### src/rtl/spgd_pkg.sv
package spgd_pkg;

   localparam int AddrW   = 6;
   localparam int HeightW = 3;
   localparam int TopW    = 24;
   localparam int LostW   = 14;

   localparam logic [TopW-1:0]  TOPPLE_MAX = '1;
   localparam logic [LostW-1:0] LOST_MAX   = '1;

   typedef enum logic [1:0] {
      OP_DROP = 2'd0,
      OP_READ = 2'd1,
      OP_LOAD = 2'd2
   } spgd_op_type;

   typedef enum logic [1:0] {
      ST_IDLE,
      ST_SETTLE,
      ST_SUM,
      ST_DONE
   } spgd_state_type;

   // broadcast to every cell; clear restarts the per-row counts
   typedef struct packed {
      logic             clear;
      logic             drop;
      logic             load;
      logic [AddrW-1:0] row;
      logic [AddrW-1:0] col;
      logic [1:0]       value;
   } spgd_cmd_type;

   typedef struct packed {
      logic             any_topple;
      logic [TopW-1:0]  topple_acc;
      logic [LostW-1:0] lost_acc;
      logic [1:0]       read_height;
   } spgd_row_stat_type;

endpackage

### src/rtl/spgd_cell.sv
module spgd_cell import spgd_pkg::*; #(
   parameter int ROW = 0,
   parameter int COL = 0
) (
   input  logic         clock,
   input  logic         reset,
   input  spgd_cmd_type cmd,
   input  logic         north_topple,
   input  logic         south_topple,
   input  logic         west_topple,
   input  logic         east_topple,
   output logic         topple,
   output logic [1:0]   height
);

   logic [HeightW-1:0] height_ff;
   logic [HeightW-1:0] height_in;
   logic               hit;

   assign hit = (cmd.row == AddrW'(ROW)) && (cmd.col == AddrW'(COL));

   // a toppling cell drops four grains: that is simply its top bit
   always_comb begin
      height_in = {1'b0, height_ff[1:0]}
                + HeightW'(north_topple) + HeightW'(south_topple)
                + HeightW'(west_topple)  + HeightW'(east_topple)
                + HeightW'(cmd.drop && hit);
      if (cmd.load && hit) begin
         height_in = {1'b0, cmd.value};
      end
   end

   always_ff @(posedge clock) begin
      if (reset) begin
         height_ff <= '0;
      end else begin
         height_ff <= height_in;
      end
   end

   assign topple = height_ff[HeightW-1];
   assign height = height_ff[1:0];

endmodule

### src/rtl/spgd_row.sv
module spgd_row import spgd_pkg::*; #(
   parameter int ROW       = 0,
   parameter int GRID_ROWS = 16,
   parameter int GRID_COLS = 16
) (
   input  logic                 clock,
   input  logic                 reset,
   input  spgd_cmd_type         cmd,
   input  logic [AddrW-1:0]     read_col,
   input  logic [GRID_COLS-1:0] north_topple,
   input  logic [GRID_COLS-1:0] south_topple,
   output logic [GRID_COLS-1:0] topple_vec,
   output spgd_row_stat_type    stat
);

   localparam int CntW      = $clog2(GRID_COLS + 1);
   localparam int LostStepW = $clog2(2 * GRID_COLS + 3);

   logic [GRID_COLS-1:0] west_vec;
   logic [GRID_COLS-1:0] east_vec;
   logic [1:0]           height_vec [GRID_COLS];
   logic [CntW-1:0]      pop;
   logic [LostStepW-1:0] lost_step;
   logic [1:0]           read_height;
   logic [TopW:0]        topple_sum;
   logic [LostW:0]       lost_sum;
   logic [TopW-1:0]      topple_acc_ff, topple_acc_in;
   logic [LostW-1:0]     lost_acc_ff, lost_acc_in;

   assign west_vec = topple_vec << 1;
   assign east_vec = topple_vec >> 1;

   for (genvar c = 0; c < GRID_COLS; c++) begin : g_col
      spgd_cell #(
         .ROW (ROW),
         .COL (c)
      ) u_cell (
         .clock        (clock),
         .reset        (reset),
         .cmd          (cmd),
         .north_topple (north_topple[c]),
         .south_topple (south_topple[c]),
         .west_topple  (west_vec[c]),
         .east_topple  (east_vec[c]),
         .topple       (topple_vec[c]),
         .height       (height_vec[c])
      );
   end

   // edge cells lose one grain per missing neighbor
   always_comb begin
      pop = '0;
      for (int c = 0; c < GRID_COLS; c++) begin
         pop = pop + CntW'(topple_vec[c]);
      end
      lost_step = LostStepW'(topple_vec[0]) + LostStepW'(topple_vec[GRID_COLS-1]);
      if (ROW == 0) begin
         lost_step = lost_step + LostStepW'(pop);
      end
      if (ROW == GRID_ROWS - 1) begin
         lost_step = lost_step + LostStepW'(pop);
      end
      read_height = '0;
      for (int c = 0; c < GRID_COLS; c++) begin
         if (read_col == AddrW'(c)) begin
            read_height = height_vec[c];
         end
      end
   end

   always_comb begin
      topple_sum = (TopW+1)'(topple_acc_ff) + (TopW+1)'(pop);
      lost_sum   = (LostW+1)'(lost_acc_ff) + (LostW+1)'(lost_step);
      if (cmd.clear) begin
         topple_acc_in = '0;
         lost_acc_in   = '0;
      end else begin
         topple_acc_in = topple_sum[TopW] ? TOPPLE_MAX : topple_sum[TopW-1:0];
         lost_acc_in   = lost_sum[LostW] ? LOST_MAX : lost_sum[LostW-1:0];
      end
   end

   always_ff @(posedge clock) begin
      if (reset) begin
         topple_acc_ff <= '0;
         lost_acc_ff   <= '0;
      end else begin
         topple_acc_ff <= topple_acc_in;
         lost_acc_ff   <= lost_acc_in;
      end
   end

   assign stat.any_topple  = |topple_vec;
   assign stat.topple_acc  = topple_acc_ff;
   assign stat.lost_acc    = lost_acc_ff;
   assign stat.read_height = read_height;

endmodule

### config.mk
export PLATFORM = sky130hd
export DESIGN_NAME = spgd_row
export DESIGN_NICKNAME = d
export VERILOG_FILES = /design/src/rtl/spgd_pkg.sv /design/src/rtl/spgd_cell.sv /design/src/rtl/spgd_row.sv
export SDC_FILE = /design/constraint.sdc
export NUM_CORES = 1
export LEC_CHECK = 0
export BUFFER_PORTS_ARGS = -buffer_cell sky130_fd_sc_hd__buf_2
export CAP_MARGIN = 20
export CORE_UTILIZATION = 53
export CTS_BUF_LIST = sky130_fd_sc_hd__clkbuf_8
export CTS_CLUSTER_SIZE = 14
export DETAILED_ROUTE_END_ITERATION = 8
export PLACE_DENSITY = 0.8
export SETUP_SLACK_MARGIN = 0.4
export SKIP_CTS_REPAIR_TIMING = 1
export SYNTH_ARGS = -nofsm -noshare
export SYNTH_HDL_FRONTEND = slang
export SYNTH_SLANG_ARGS = --single-unit
### constraint.sdc
create_clock -name clock -period 5.56 [get_ports clock]
set_clock_uncertainty 0.05 [all_clocks]
set_input_delay 0.834 -clock clock [delete_from_list [all_inputs] [get_ports clock]]
set_output_delay 0.834 -clock clock [all_outputs]
set_load 0.01 [all_outputs]
==> results of run 1 <==
state kept, by name, indices dropped and copies added (netlist names):
signal / count
lost_acc_ff: 14
topple_acc_ff: 24
g_col.u_cell.height_ff: 48
Yosys cell counts, drive strengths merged (9+ instances only):
cell / instances
or2: 14
nand2: 43
nand4: 13
nand3b: 9
ha: 49
buf: 28
a21oi: 61
xor2: 28
nor2: 59
clkbuf: 17
nand3: 12
dfxtp: 86
nor3: 24
o21ai: 32
inv: 116
a211oi: 13
fa: 61
report_power, final:
part | internal [mW] | switching, mW | leakage [nW]
Clock | 0.182 | 0.229 | 0.0910
Sequential | 0.767 | 0.126 | 0.706
Combinational | 0.716 | 0.833 | 2.63
Total | 1.67 | 1.19 | 3.43
stage by stage:
step | instance area (µm²) | utilization [%] | total power [mW] | setup slack [ns] | hold slack, ns
after floorplan | 6763 | - | 1.874 | 0.4322 | 0.4519
after global placement | 7336 | 60.07 | 2.165 | 0.2361 | 0.4100
after detailed placement | 7336 | 60.07 | 2.223 | 0.1337 | 0.4063
after CTS | 7510 | 61.50 | 2.634 | 0.08979 | 0.4166
after global routing | 7818 | 64.02 | 3.131 | 0.1223 | 0.4487
final | 7818 | 64.02 | 2.855 | 0.2840 | 0.4216
area by class of cell:
class,instances,share of cell area (%)
sequential,86,22.20
inverter,116,5.602
clock buffer,11,1.937
multi-input combinational,520,58.51
clock inverter,4,0.2881
timing repair buffer,129,8.771
tap,168,2.689
cells by family (layout without fill, tap and decap cells):
| kind of cell | count (synthesis) | in the layout | share of synthesized area [%] |
|---|---|---|---|
| AOI/OAI and AO/OA | 151 | 151 | 13.94 |
| buffers and inverters | 161 | 260 | 10.11 |
| muxes | 10 | 10 | 1.703 |
| DFF | 86 | 86 | 25.48 |
| adders and majority gates | 110 | 110 | 27.14 |
| and+or+nand+nor | 216 | 217 | 17.48 |
| xor gates and xnor gates | 32 | 32 | 4.147 |
metal layers:
| metal | vias up | global-route usage (%) |
|---|---|---|
| li1 | 2752 | - |
| met1 | 2721 | 35.75 |
| met2 | 264 | 39.00 |
| met3 | 25 | 6.431 |
| met4 | 0 | 7.619 |
| met5 | - | 0 |
worst reg2reg max path, stage by stage, from the launching register on:
cell	delay (ns)
dfxtp_4	0.39
inv_4	0.04
fa_1	0.57
fa_1	0.47
fa_1	0.51
fa_1	0.53
inv_2	0.05
ha_4	0.26
inv_2	0.03
fa_1	0.49
inv_2	0.05
ha_4	0.16
inv_2	0.05
fa_2	0.22
and2b_2	0.25
buf_4	0.14
o31ai_4	0.38
a2111oi_2	0.14
a311oi_1	0.28
a21oi_2	0.08
worst max-delay path by stage:
stage	start	to	slack [ns]
2_1_floorplan	g_col[1].u_cell.height_ff[2]	lost_acc_ff[11]	0.43
3_3_place_gp	g_col[5].u_cell.height_ff[2]	lost_acc_ff[8]	0.24
3_5_place_dp	g_col[5].u_cell.height_ff[2]	lost_acc_ff[12]	0.13
4_1_cts	g_col[5].u_cell.height_ff[2]	lost_acc_ff[12]	0.09
5_1_grt	g_col[9].u_cell.height_ff[2]	lost_acc_ff[8]	0.12
6_report	g_col[9].u_cell.height_ff[2]	lost_acc_ff[8]	0.28
layout by cell type (no fill, tap or decap), drive strengths merged, types with 11 or more instances in the layout:
master | netlist | routed
buf | 28 | 129
inv | 116 | 116
dfxtp | 86 | 86
fa | 61 | 61
a21oi | 61 | 61
nor2 | 59 | 59
ha | 49 | 49
nand2 | 43 | 43
o21ai | 32 | 32
xor2 | 28 | 28
nor3 | 24 | 24
or2 | 14 | 14
a211oi | 13 | 13
nand4 | 13 | 13
nand3 | 12 | 12
clkbuf | 17 | 11
==> summary.md, run 1 <==
| Metric | Value |
|---|---|
| Status | completed |
| Number of fillers in the final layout | 1037 |
| Antenna-violating nets left | 0 |
| #FFs+latches synth | 86 |
| Wl on met1 | 7716 µm |
| Drt first-iter violations | approximately 370 |
| Slew margin rel. | 37.34% |
| CTS tree | built |
| Worst-path clk slew | 0.09 ns |
| Syn nets | 933 |
| DR WL met2 | 7810 µm |
| CP arrival | 5.44 ns |
| Synth unique cells | 76 |
| Placed cells | 1008 |
| Critical Path, Cell by Cell | inv_4 -> fa_1 -> fa_1 -> fa_1 -> fa_1 -> inv_2 -> ha_4 -> inv_2 -> fa_1 -> inv_2 -> ha_4 -> inv_2 -> fa_2 -> and2b_2 -> buf_4 -> o31ai_4 -> a2111oi_2 -> a311oi_1 -> a21oi_2 |
| TritonCTS Sinks | 86 |
| Die Span X | 114.9 µm |
| Nets | between 1000 and 1500 |
| Vias | 5762 |
| Initial antenna violation count | 0 |
| Pwr dens | 365.2 nW/µm² |
| Worst r2r path cells | 19 |
| Layout cells sized above 1 | 25.52% |
| # IOs | 114 |
| Crit path max-delay family | adder cells |
| Number of port buffers | between 100 and 150 |
| Endpoint type of the worst setup path | flop |
| Area grow syn2layout | 15.68% |
| Reg-to-reg endpoint | lost_acc_ff[8] |
| CP required | 5.72 ns |
| Crit-path slowest cell | fa_1 |
| Max VDD drop | 0.2037 mV |
| Synth area leaders | dfxtp_1, fa_1, ha_1, inv_1, a21oi_1 |
| WS Path Type | reg -> reg |
| DR pass1 iterations | 5 |
| Layout Cells excl Fill | 1034 |
| GRT Util Overall | between 20% and 30% |
| HP Class | reg -> reg |
| Synth warn | 0 |
| Via density | ~5.6 |
| Syn Area/Cell | between 8 and 9 µm² |
| Multi-input logic area | between 4000 and 5000 µm² |
| Critical Path Fanout Max | 5 |
| Hold path cells | 1 |
| Final period utilization | 94.89% |
| Vias in the first global route | 5176 |
| Seq/Total Area, Yosys | about a quarter |
| Clock root buffer | clkbuf_8 |
| Max Cap Viol | 0 |
| Final setup viols | 0 |
| Clk buf depth | 2 |
| Starting Density | 55.34% |
| Register Area | between 1500 and 2000 µm² |
| Die Area | 13210 µm² |
| Largest net degree at the start of global routing | 51 |
| Final min period | roughly 5.3 ns |
| Routability Congestion | a little under 0.9 |
| Clk_lat worst skew | 0.36 ns |
| Ys flop type | dfxtp_1 |
| Remaining global-route overflow | 0 |
| Detailed placer's ending HPWL | 12730 µm |
| Reg2Reg Setup Slack | roughly 0.28 ns |
| Pins Over Slew Limit | 0 |
| Residual DRC | 0 |
| Antenna diode count | 0 |
| Core Rows | 40 |
| Hold_sp | topple_acc_ff[21] |
| Top Layer Used | met4 |
| Top cell type's share of synthesized area | approximately 25% |
| Yosys top cell by area | dfxtp_1 |
| Max Freq | ~190 MHz |
| Mapped Area | 6758 µm² |
| WL final | roughly 17000 µm |
| Post-synth ARST share | 0% |
| RSZ-0062 raised after global routing | true |
| Cts bufs inserted | 9 |
| Bufs and invs on worst path | 6 |
| First-pass GRT wire length | 25910 µm |
| Critical path's most frequent cell | fa_1 |
| Core box area | 12210 µm² |
| Setup TNS | 0 ns |
| Min-Delay Endpoint | topple_acc_ff[21] |
| WL per Instance | 16.82 µm |
| Static Leak | about 3.4 nW |
| Met3 Wirelength | ~1500 µm |
| H-tree depth | 3 |
| Die H | 114.9 µm |
| Crit. path cell count | 19 |
| CP max stage delay | around 0.57 ns |
| Slew @ Worst Pin | 0.9399 ns |
| EDFF count, synth | 0 |
| Reg2reg start | g_col[9].u_cell.height_ff[2] |
| Mapped Cells | 766 |
| Critical path launch point type | flop |
| Final hold violations | 0 |
Note: power is estimated with default switching activity, not from simulation.
==> run 2: changes to the inputs <==
--- a/config.mk
+++ b/config.mk
@@ -7,11 +7,10 @@
 export LEC_CHECK = 0
 export BUFFER_PORTS_ARGS = -buffer_cell sky130_fd_sc_hd__buf_2
 export CAP_MARGIN = 20
-export CORE_UTILIZATION = 53
-export CTS_BUF_LIST = sky130_fd_sc_hd__clkbuf_8
+export CORE_UTILIZATION = 52
 export CTS_CLUSTER_SIZE = 14
 export DETAILED_ROUTE_END_ITERATION = 8
-export PLACE_DENSITY = 0.8
+export PLACE_DENSITY = 0.79
 export SETUP_SLACK_MARGIN = 0.4
 export SKIP_CTS_REPAIR_TIMING = 1
 export SYNTH_ARGS = -nofsm -noshare
==> summary.md, run 2 (same netlist as run 1, synthesis figures left out) <==
| Metric | Value |
|---|---|
| CP Capture Point | lost_acc_ff[8] |
| Number of port buffers | 113 |
| First-pass GRT wire length | about 26000 µm |
| Setup ws final | between 0.4 and 0.5 ns |
| Detailed placer's ending HPWL | 12660 µm |
| Clk pwr share | between 20% and 30% |
| DR pass1 iterations | 5 |
| Power share of the combinational group | 49.6% |
| Max reg flops | 48 |
| Clock root buffer | clkbuf_16 |
| Core box area | 12670 µm² |
| Antenna diode count | 0 |
| Switching pwr | 1.209 mW |
| Layout Cells excl Fill | 1041 |
| WS Path Type | reg -> reg |
| GRT Util Overall | 25.97% |
| Reg2reg start | g_col[7].u_cell.height_ff[2] |
| Sw Ratio | between 30% and 40% |
| CP required | 5.72 ns |
| Internal power | 1.869 mW |
| HP Class | reg -> reg |
| Via density | 5.550 |
| Critical path launch point type | flop |
| Largest Register | g_col.u_cell.height_ff |
| Largest regs | g_col.u_cell.height_ff: 48 flops, topple_acc_ff: 24 flops, lost_acc_ff: 14 flops |
| Cts bufs inserted | 9 |
| Worst-path clk slew | ~0.060 ns |
| Vias in the first global route | 5202 |
| Reg2Reg Setup Slack | approximately 0.41 ns |
| Layout cells sized above 1 | 25.09% |
| Starting Density | 53.33% |
| Nets | around 1000 |
| Max Cap Viol | 0 |
| Initial antenna violation count | 0 |
| Clk_lat worst skew | 0.35 ns |
| TritonCTS Sinks | between 80 and 90 |
| Final setup viols | 0 |
| Routability Congestion | 0.8747 |
| Critical Path Fanout Max | 5 |
| Reg-to-reg endpoint | lost_acc_ff[8] |
| Status | completed |
| Max VDD drop | 0.2123 mV |
| Placed cells | a little over 1000 |
| Die Span X | 116 µm |
| Pwr dens | 388.2 nW/µm² |
| Setup TNS | 0 ns |
| Core Rows | 41 |
| Residual DRC | 0 |
| Final min period | 5.147 ns |
| Setup WS pre-CTS | 0.1646 ns |
| Seq pwr share | 28.9% |
| Die H | about 120 µm |
| # IOs | between 100 and 150 |
| Commonest non-fill, non-tap cell in the layout | buf_2 |
| Die Area | about 13000 µm² |
| Number of fillers in the final layout | 1039 |
| WL final | 17460 µm |
| WL per Instance | 16.77 µm |
| H-tree depth | 3 |
| Remaining global-route overflow | 0 |
| Max Freq | between 150 and 200 MHz |
| Slew margin rel. | 33.77% |
| Drt first-iter violations | 410 |
| Antenna-violating nets left | 0 |
| Area grow syn2layout | 17.35% |
| Static Leak | between 3 and 4 nW |
| Worst r2r path cells | 16 |
| Clk buf depth | 2 |
| Commonest non-fill, non-tap cells in the layout | buf_2, inv_1, dfxtp_1 |
| Vias | 5778 |
| Final period utilization | 92.57% |
| Largest net degree at the start of global routing | 51 |
| Slew @ Worst Pin | about 0.99 ns |
| Pins Over Slew Limit | 0 |
| Critical path startpoint | g_col[7].u_cell.height_ff[2] |
| CTS tree | built |
| Final hold violations | 0 |
| Endpoint type of the worst setup path | flop |
| RSZ-0062 raised after global routing | true |
| Post-layout power | 3.079 mW |
| CP arrival | 5.30 ns |
## run 2: cell count changes in the layout (fill, tap and decap cells not counted), sizes merged
cell and delta:
clkinv -2, buf +2, clkinvlp +1, bufinv +2
## run 2: cell type report
class                   count  area, µm²  share of cell area (%)
clock buffers              11      232.7                   2.935
clock inverters             5      83.83                   1.057
inverters                 116      437.9                   5.522
multi-input cells         520       4523                   57.04
flip-flops and latches     86       1737                   21.90
well taps                 172      215.2                   2.714
repair buffers            131      700.7                   8.836
## run 2: power by group through the flow
stage,combinational [mW],sequential (mW),clock [mW]
finish,1.53,0.891,0.662
global route,1.76,0.907,0.693
CTS,1.33,0.884,0.664
detailed placement,1.31,0.896,0
global placement,1.27,0.892,0
floorplan,1.02,0.854,0
## run 2: how the worst min path moves through the flow
stage | endpoint | cells past startpoint | slack [ns] | from
floorplan | topple_acc_ff[21] | 1 | 0.45 | topple_acc_ff[21]
detailed placement | topple_acc_ff[21] | 1 | 0.40 | topple_acc_ff[21]
CTS | topple_acc_ff[21] | 1 | 0.41 | topple_acc_ff[21]
global route | topple_acc_ff[21] | 1 | 0.46 | topple_acc_ff[21]
finish | topple_acc_ff[21] | 1 | 0.41 | topple_acc_ff[21]
global placement | topple_acc_ff[21] | 1 | 0.40 | topple_acc_ff[21]
## run 2: worst max-delay path, cell delays in order, from the launching register on
cell and delay (ns):
dfxtp_4 0.37, inv_4 0.04, fa_1 0.51, fa_1 0.55
fa_2 0.45, fa_1 0.51, inv_2 0.05, ha_4 0.15
fa_2 0.34, xor2_1 0.19, ha_1 0.27, ha_1 0.35
and2b_2 0.26, o31ai_4 0.37, a2111oi_1 0.15, a311oi_1 0.29
a21oi_1 0.10
## run 2: through the flow
step                      hold WS, ns  util (%)  instance area [µm²]
after floorplan                0.4519         -                 6763
after global placement         0.4023     57.93                 7341
after detailed placement       0.4005     57.93                 7341
after CTS                      0.4111     60.43                 7657
after global routing           0.4619     62.59                 7930
final                          0.4093     62.59                 7930
## run 2: routing by layer
metal	global-route usage (%)	wire, µm	up-vias
met3	4.759	1332	27
met4	8.889	335	0
li1	-	-	2766
met1	36.83	7857	2745
met2	39.84	7931	240
met5	0	0	-
